==> src/sv/timed_hold_gesture_recognizer_unit_defines.svh <==
// Assertion macros shared by the timed hold gesture recognizer RTL.
`ifndef TIMED_HOLD_GESTURE_RECOGNIZER_UNIT_DEFINES_SVH
`define TIMED_HOLD_GESTURE_RECOGNIZER_UNIT_DEFINES_SVH

`ifndef ASSERT_OFF

// Clocked assertion that is not checked while reset is high.
`define THGR_ASSERT(name, clk, rst, prop, msg) \
  name: assert property (@(posedge clk) disable iff (rst) prop) else $error(msg);

// Clocked assertion that is checked during reset as well.
`define THGR_ASSERT_ALWAYS(name, clk, prop, msg) \
  name: assert property (@(posedge clk) prop) else $error(msg);

`else

`define THGR_ASSERT(name, clk, rst, prop, msg)
`define THGR_ASSERT_ALWAYS(name, clk, prop, msg)

`endif

`endif

==> src/sv/thgr_pkg.sv <==
// Package with types, codes and reset values for the timed hold gesture recognizer.
package thgr_pkg;

  localparam int TIME_BITS_DEFAULT = 48;
  localparam int WINDOW_W = 20;
  localparam int HOLD_MIN_W = 20;
  localparam int HOLDS_W = 4;
  localparam int CFG_DATA_W = 20;
  localparam int CFG_INDEX_W = 2;
  localparam int KIND_W = 2;
  localparam int OUT_DATA_W = 8;

  localparam logic [WINDOW_W-1:0] WINDOW_MS_RESET = WINDOW_W'(10000);
  localparam logic [HOLD_MIN_W-1:0] HOLD_MIN_MS_RESET = HOLD_MIN_W'(1000);
  localparam logic [HOLDS_W-1:0] REQUIRED_HOLDS_RESET = HOLDS_W'(3);

  localparam logic [CFG_INDEX_W-1:0] CFG_WINDOW_MS = CFG_INDEX_W'(0);
  localparam logic [CFG_INDEX_W-1:0] CFG_HOLD_MIN_MS = CFG_INDEX_W'(1);
  localparam logic [CFG_INDEX_W-1:0] CFG_REQUIRED_HOLDS = CFG_INDEX_W'(2);

  localparam logic [KIND_W-1:0] KIND_PRESS = KIND_W'(0);
  localparam logic [KIND_W-1:0] KIND_RELEASE = KIND_W'(1);
  localparam logic [KIND_W-1:0] KIND_CLEAR = KIND_W'(2);

  typedef enum logic [1:0] {
    ST_OK       = 2'd0,
    ST_REJECTED = 2'd1,
    ST_FAULT    = 2'd2,
    ST_ARMED    = 2'd3
  } status_t;

  typedef struct packed {
    status_t status;
    logic    armed_flag;
  } thgr_result_t;

endpackage

==> src/sv/thgr_step.sv <==
// Next-state and status logic for one button event of the gesture recognizer.
module thgr_step #(
  parameter int TIME_BITS = thgr_pkg::TIME_BITS_DEFAULT
) (
  input  logic [thgr_pkg::KIND_W-1:0]     kind,
  input  logic [TIME_BITS-1:0]            event_time,
  input  logic [thgr_pkg::WINDOW_W-1:0]   window_ms,
  input  logic [thgr_pkg::HOLD_MIN_W-1:0] hold_min_ms,
  input  logic [thgr_pkg::HOLDS_W-1:0]    required_holds,
  input  logic                            holding,
  input  logic [thgr_pkg::HOLDS_W-1:0]    good_holds,
  input  logic [TIME_BITS-1:0]            window_open_time,
  input  logic [TIME_BITS-1:0]            press_time,
  input  logic                            armed_latch,
  output logic                            holding_next,
  output logic [thgr_pkg::HOLDS_W-1:0]    good_holds_next,
  output logic [TIME_BITS-1:0]            window_open_time_next,
  output logic [TIME_BITS-1:0]            press_time_next,
  output logic                            armed_latch_next,
  output thgr_pkg::thgr_result_t          result
);
  import thgr_pkg::*;

  logic [TIME_BITS-1:0] since_window;
  logic [TIME_BITS-1:0] held_for;
  logic [TIME_BITS-1:0] window_ext;
  logic [TIME_BITS-1:0] hold_min_ext;
  logic                 window_expired;
  logic                 long_enough;
  logic [HOLDS_W-1:0]   holds_inc;
  status_t              status;

  assign since_window = event_time - window_open_time;
  assign held_for = event_time - press_time;
  assign window_ext = {{(TIME_BITS-WINDOW_W){1'b0}}, window_ms};
  assign hold_min_ext = {{(TIME_BITS-HOLD_MIN_W){1'b0}}, hold_min_ms};
  assign window_expired = since_window > window_ext;
  assign long_enough = held_for >= hold_min_ext;
  assign holds_inc = good_holds + HOLDS_W'(1);

  always_comb begin
    holding_next = holding;
    good_holds_next = good_holds;
    window_open_time_next = window_open_time;
    press_time_next = press_time;
    armed_latch_next = armed_latch;
    status = ST_OK;
    case (kind)
      KIND_PRESS: begin
        if (armed_latch) begin
          status = ST_REJECTED;
        end else if (!holding) begin
          if (good_holds != '0 && event_time < window_open_time) begin
            holding_next = 1'b0;
            good_holds_next = '0;
            window_open_time_next = '0;
            press_time_next = '0;
            armed_latch_next = 1'b0;
            status = ST_FAULT;
          end else begin
            if (good_holds == '0) begin
              window_open_time_next = event_time;
            end else if (window_expired) begin
              window_open_time_next = event_time;
              good_holds_next = '0;
            end
            press_time_next = event_time;
            holding_next = 1'b1;
          end
        end
      end
      KIND_RELEASE: begin
        if (armed_latch) begin
          status = ST_REJECTED;
        end else if (holding) begin
          holding_next = 1'b0;
          if (event_time < press_time || press_time < window_open_time) begin
            good_holds_next = '0;
            window_open_time_next = '0;
            press_time_next = '0;
            armed_latch_next = 1'b0;
            status = ST_FAULT;
          end else if (window_expired) begin
            good_holds_next = '0;
          end else if (long_enough) begin
            good_holds_next = holds_inc;
            if (holds_inc >= required_holds) begin
              armed_latch_next = 1'b1;
              status = ST_ARMED;
            end
          end
        end
      end
      KIND_CLEAR: begin
        holding_next = 1'b0;
        good_holds_next = '0;
        window_open_time_next = '0;
        press_time_next = '0;
        armed_latch_next = 1'b0;
      end
      default: begin
      end
    endcase
  end

  assign result.status = status;
  assign result.armed_flag = armed_latch_next;

endmodule

==> src/sv/timed_hold_gesture_recognizer_unit.sv <==
// Top level of the timed hold gesture recognizer with stream ports and configuration.
// Each event transfer on the slave side yields exactly one result transfer on the
// master side, in order. One event is taken every clock cycle unless the master side
// stalls a full output register: the state update and the status for an event are
// settled in the cycle of its transfer and stored with the result in the output
// register, so the next event sees the new state at once. s_tready is high whenever
// the output register is empty or being drained in the same cycle. Configuration
// writes are registered and are meant to happen while no event is in flight.
module timed_hold_gesture_recognizer_unit #(
  parameter int TIME_BITS = thgr_pkg::TIME_BITS_DEFAULT,
  localparam int IN_DATA_W = ((TIME_BITS + 7) / 8) * 8
) (
  input  logic                             clk,
  input  logic                             rst,
  input  logic                             s_tvalid,
  output logic                             s_tready,
  // Bits from the lowest up: event_time, then zero padding.
  input  logic [IN_DATA_W-1:0]             s_tdata,
  // Bits from the lowest up: kind.
  input  logic [thgr_pkg::KIND_W-1:0]      s_tuser,
  output logic                             m_tvalid,
  input  logic                             m_tready,
  // Bits from the lowest up: status (2), armed_flag (1), then zero padding.
  output logic [thgr_pkg::OUT_DATA_W-1:0]  m_tdata,
  input  logic                             cfg_we,
  input  logic [thgr_pkg::CFG_INDEX_W-1:0] cfg_index,
  input  logic [thgr_pkg::CFG_DATA_W-1:0]  cfg_wdata
);
  import thgr_pkg::*;
  `include "timed_hold_gesture_recognizer_unit_defines.svh"

  logic [WINDOW_W-1:0]   window_ms;
  logic [HOLD_MIN_W-1:0] hold_min_ms;
  logic [HOLDS_W-1:0]    required_holds;

  logic                  holding;
  logic [HOLDS_W-1:0]    good_holds;
  logic [TIME_BITS-1:0]  window_open_time;
  logic [TIME_BITS-1:0]  press_time;
  logic                  armed_latch;

  logic                  holding_next;
  logic [HOLDS_W-1:0]    good_holds_next;
  logic [TIME_BITS-1:0]  window_open_time_next;
  logic [TIME_BITS-1:0]  press_time_next;
  logic                  armed_latch_next;
  thgr_result_t          step_result;

  thgr_result_t          out_result;
  logic                  in_fire;

  assign s_tready = !m_tvalid || m_tready;
  assign in_fire = s_tvalid && s_tready;

  thgr_step #(
    .TIME_BITS(TIME_BITS)
  ) u_step (
    .kind                  (s_tuser),
    .event_time            (s_tdata[TIME_BITS-1:0]),
    .window_ms             (window_ms),
    .hold_min_ms           (hold_min_ms),
    .required_holds        (required_holds),
    .holding               (holding),
    .good_holds            (good_holds),
    .window_open_time      (window_open_time),
    .press_time            (press_time),
    .armed_latch           (armed_latch),
    .holding_next          (holding_next),
    .good_holds_next       (good_holds_next),
    .window_open_time_next (window_open_time_next),
    .press_time_next       (press_time_next),
    .armed_latch_next      (armed_latch_next),
    .result                (step_result)
  );

  always_ff @(posedge clk) begin
    if (rst) begin
      window_ms <= WINDOW_MS_RESET;
      hold_min_ms <= HOLD_MIN_MS_RESET;
      required_holds <= REQUIRED_HOLDS_RESET;
    end else if (cfg_we) begin
      case (cfg_index)
        CFG_WINDOW_MS: window_ms <= cfg_wdata[WINDOW_W-1:0];
        CFG_HOLD_MIN_MS: hold_min_ms <= cfg_wdata[HOLD_MIN_W-1:0];
        CFG_REQUIRED_HOLDS: required_holds <= cfg_wdata[HOLDS_W-1:0];
        default: begin
        end
      endcase
    end
  end

  always_ff @(posedge clk) begin
    if (rst) begin
      holding <= 1'b0;
      good_holds <= '0;
      window_open_time <= '0;
      press_time <= '0;
      armed_latch <= 1'b0;
    end else if (in_fire) begin
      holding <= holding_next;
      good_holds <= good_holds_next;
      window_open_time <= window_open_time_next;
      press_time <= press_time_next;
      armed_latch <= armed_latch_next;
    end
  end

  always_ff @(posedge clk) begin
    if (rst) begin
      m_tvalid <= 1'b0;
    end else if (in_fire) begin
      m_tvalid <= 1'b1;
    end else if (m_tready) begin
      m_tvalid <= 1'b0;
    end
  end

  always_ff @(posedge clk) begin
    if (in_fire) begin
      out_result <= step_result;
    end
  end

  assign m_tdata = {{(OUT_DATA_W-3){1'b0}}, out_result.armed_flag, out_result.status};

  `THGR_ASSERT_ALWAYS(a_reset_clears, clk, rst |=> !m_tvalid && !armed_latch,
    "reset did not clear the result register and the armed latch")
  `THGR_ASSERT(a_result_tracks_latch, clk, rst, in_fire |=> out_result.armed_flag == armed_latch,
    "stored armed flag differs from the armed latch")
  `THGR_ASSERT(a_armed_status_sets_flag, clk, rst,
    m_tvalid && (out_result.status == ST_ARMED || out_result.status == ST_REJECTED)
    |-> out_result.armed_flag,
    "armed or rejected status without the armed flag")
  `THGR_ASSERT(a_latch_holds, clk, rst,
    armed_latch && !(in_fire && s_tuser == KIND_CLEAR) |=> armed_latch,
    "armed latch dropped without a clear event")
  `THGR_ASSERT(a_ready_when_empty, clk, rst, !m_tvalid |-> s_tready,
    "input stalled while the result register is empty")

endmodule
==> config.mk <==
export PLATFORM = sky130hd
export DESIGN_NAME = timed_hold_gesture_recognizer_unit
export DESIGN_NICKNAME = d
export VERILOG_FILES = /design/src/sv/thgr_pkg.sv /design/src/sv/thgr_step.sv /design/src/sv/timed_hold_gesture_recognizer_unit.sv
export VERILOG_INCLUDE_DIRS = /design/src /design/src/sv
export SDC_FILE = /design/constraint.sdc
export NUM_CORES = 1
export LEC_CHECK = 0
export CAP_MARGIN = 40
export CORE_MARGIN = 2
export CORE_UTILIZATION = 30
export CTS_BUF_LIST = sky130_fd_sc_hd__clkbuf_8
export CTS_CLUSTER_SIZE = 24
export DETAILED_ROUTE_END_ITERATION = 8
export DONT_BUFFER_PORTS = 1
export PLACE_DENSITY = 0.52
export REMOVE_ABC_BUFFERS = 1
export SLEW_MARGIN = 20
export SYNTH_ARGS = -nofsm -noshare
export SYNTH_HDL_FRONTEND = slang
export SYNTH_SLANG_ARGS = --single-unit
==> constraint.sdc <==
create_clock -name clk -period 11.89 [get_ports clk]
set_input_delay 1.189 -clock clk [delete_from_list [all_inputs] [get_ports clk]]
set_output_delay 1.189 -clock clk [all_outputs]
set_load 0.01 [all_outputs]
==> results.toml <==
[outcome]
outcome = "finished, final reports clean"

[logic_synthesis]
synth_cell_types = 92
yosys_warnings = 0
synth_area_mm2 = 0.0146
syn_area_per_cell_um2 = 7.54
synth-edff-count = 3
ys_ff_latch = 150
synth_commonest_cells = "a21oi_1, ha_1, nand2_1"
synth_top_area_share_pct = 20.2
yosysTopAreaCell = "dfxtp_1"
syn_inst = 1929
synthFlopType = "dfxtp_1"
synth.most_common_cell = "a21oi_1"
synthArstFlopShare_pct = 0
synth.area.top_cells = "dfxtp_1, ha_1, a21oi_1"
synth_seq_area_share_pct = 20.8

[global_route]
grt_max_degree = 169
grt-ovfl-total = 0
grt_pass1_vias = 13534
track_usage_pct = 20.3
antenna_found_initial = 0
grt_pass1_wl_um = 79400

[finish]
nNetsFinal = 2129
drive_gt1_share_pct = 5.45
area_delta_synth_final_pct = 6.20
fill_cells = 5171

[timing]
fmax_mhz = 154
hold_viol = 0
setup-tns-final_ns = 0
fin_crit_ns = 6.50
min_period_over_period_pct = 54.7
tightest_slew_ns = 0.858
finClkSkew_ns = 0.0218
max_slew_margin_pct = 42.0
whs_ns = 0.461
setup_viol = 0
maxSlewViolCount = 0
rsz0062_at_grt = "no"

[min_path]
hold_path.class = "flop to flop"

[clock_tree]
htreeDepth = 4
cts_tree = "yes"
clock_path_buffers = 2
cts_resized = 0
post-cts-setup-buffer-count = 0
numCtsBuffers = 17
hold_buffers = 0
cts-root-buf = "clkbuf_8"
clkTransAtPathRegs_ns = 0.10
insertion_delay_ns = 0.54
clock_sinks = 150

[route]
wl_per_cell_um = 20.6
viasPerCell = 5.70
drc_errors = 0
final_antenna_net_count = 0
drt-pass1-iter-count = 5
dr.first_iter.drc_count = 1173
routed_wl_um = 51300
vias = 14181

[worst_setup_path]
crit_path_start_kind = "input pin"
worstPathArrival_ns = 6.92
cp_top_family = "simple AND/OR/NAND/NOR gates"
critPathCaptureType = "flop"
cp_slowest_stage_delay_ns = 0.50
r2r_setup_slack_ns = 5.65
path_buf_inv = 3
critPathRequiredTime_ns = 12.32
slowest_stage = "or4_1"
worstPathCellList = "inv_1 -> ha_1 -> inv_1 -> fa_1 -> a21oi_1 -> o2bb2ai_2 -> a211oi_4 -> and2_1 -> o21ai_0 -> xor2_1 -> ha_1 -> nand4_1 -> nor4_2 -> nand2b_1 -> a21o_1 -> or4_1 -> nor4_1 -> nand4_1 -> nor4_2 -> nand3_2 -> o21a_4 -> buf_12 -> o22a_1"
worst-path-max-fanout = 38
criticalPathCategory = "input pin to flop"

[die]
die_height_um = 224
core_region_area_mm2 = 0.0478
pin_count = 87
start_util_pct = 30.4
die_area_mm2 = 0.0503
row_count = 80
die_x_um = 224

[power]
peakVddDrop_mv = 0.0757
powerDensity_mw_per_mm2 = 113
p_leak_uw = 0.00601

[placed_design]
place_hpwl_um = 40700
port_buffers = 0
globalplace.congestion = 0.930

[run]
max_cap_violations = 0
==> cell families after synthesis <==
| kind of cell | after synthesis | share of synthesized area, % |
|---|---|---|
| compound gates | 632 | 29.3 |
| xor+xnor | 57 | 3.43 |
| fa+ha+maj | 194 | 16.8 |
| buf+inv | 276 | 7.71 |
| flops | 150 | 20.8 |
| mux | 19 | 1.35 |
| other cells | 1 | 0.0258 |
| simple gates | 600 | 20.5 |
==> layer usage <==
metal	global-route usage (%)	part of all wire (%)	vias to the layer above
met2	33.6	46	373
li1	-	-	6892
met5	0	0	-
met1	27.2	46	6861
met4	6.67	2.5	0
met3	3.06	5.1	55
==> path summary, 6_finish.rpt <==
path,from,end,depth (start not counted)
max,s_tdata[0],window_open_time[26],23
min,window_ms[15],window_ms[15],2
max reg2reg,window_open_time[4],window_open_time[26],22
min reg2reg,window_ms[15],window_ms[15],2
==> power breakdown <==
group	internal, uW	switching, uW	total, uW	leakage (uW)
Sequential	533	15.9	549	0.00123
Combinational	266	458	725	0.00454
Clock	251	227	479	0.000232
Total	1050	702	1750	0.00601
==> placed cells by master (no fill, tap or decap), types with 7 or more instances in the layout <==
cell and count:
a21oi_1 209, nand2_1 192, ha_1 192, inv_1 173, dfxtp_1 147, nor2_1 133
o21ai_0 86, nand4_1 56, a211oi_1 42, nand3_1 38, a21o_1 38, nor3_1 32
xnor2_1 31, o21a_1 29, o22a_1 27, xor2_1 26, nand2b_1 23, a22oi_1 23
nand4b_1 22, o31ai_2 20, or3_1 17, clkbuf_8 17, o211ai_1 16, and3_1 15
nor4_1 14, mux2i_1 14, o21bai_1 13, a211o_1 13, nand3b_1 12, o2111ai_1 11
a31oi_1 10, o21ai_1 10, and2_1 10, a21boi_0 9, o31ai_1 8, or2_2 7
buf_4 7
==> final cells by class <==
cell class / count / area, um2 / share of cell area (%)
antenna: 1 / 2.50 / 0.0162
clock buffer: 17 / 234 / 1.51
clock inverter: 15 / 225 / 1.46
inverter: 171 / 642 / 4.15
multi-input combinational: 1507 / 10400 / 67.5
sequential: 150 / 3030 / 19.6
tap: 615 / 769 / 4.98
timing repair buffer: 11 / 110 / 0.712
==> worst register-to-register path, stage by stage (launching register included) <==
cell and delay [ns]:
dfxtp_1 0.34, inv_1 0.06, ha_1 0.36, o211ai_1 0.11, a21oi_1 0.38, nor2_1 0.18
o41ai_2 0.54, nand3_1 0.13, and2_1 0.20, xnor2_1 0.13, ha_1 0.30, nand4_1 0.19
nor4_2 0.42, nand2b_1 0.09, a21o_1 0.18, or4_1 0.50, nor4_1 0.31, nand4_1 0.15
nor4_2 0.36, nand3_2 0.25, o21a_4 0.44, buf_12 0.27, o22a_1 0.26
==> per-stage QoR <==
step	setup WS, ns	total power [uW]	std cells	util, %	cell area [um2]
after detailed placement	4.85	1270	2454	31.3	15000
final	5.39	1750	2487	32.3	15500
after global routing	4.96	1870	2486	32.3	15500
after global placement	4.93	1260	2450	31.2	14900
after floorplan	5.12	1060	1828	-	14100
after CTS	5.41	1760	2486	32.3	15500
==> state kept, by name, summed over array words and instances, names as in the netlist <==
register	cells
armed_latch	1
good_holds	4
hold_min_ms	20
holding	1
m_tdata	3
m_tvalid	1
press_time	48
required_holds	4
window_ms	20
window_open_time	48
No activity file was read; power rests on OpenSTA's default activity.
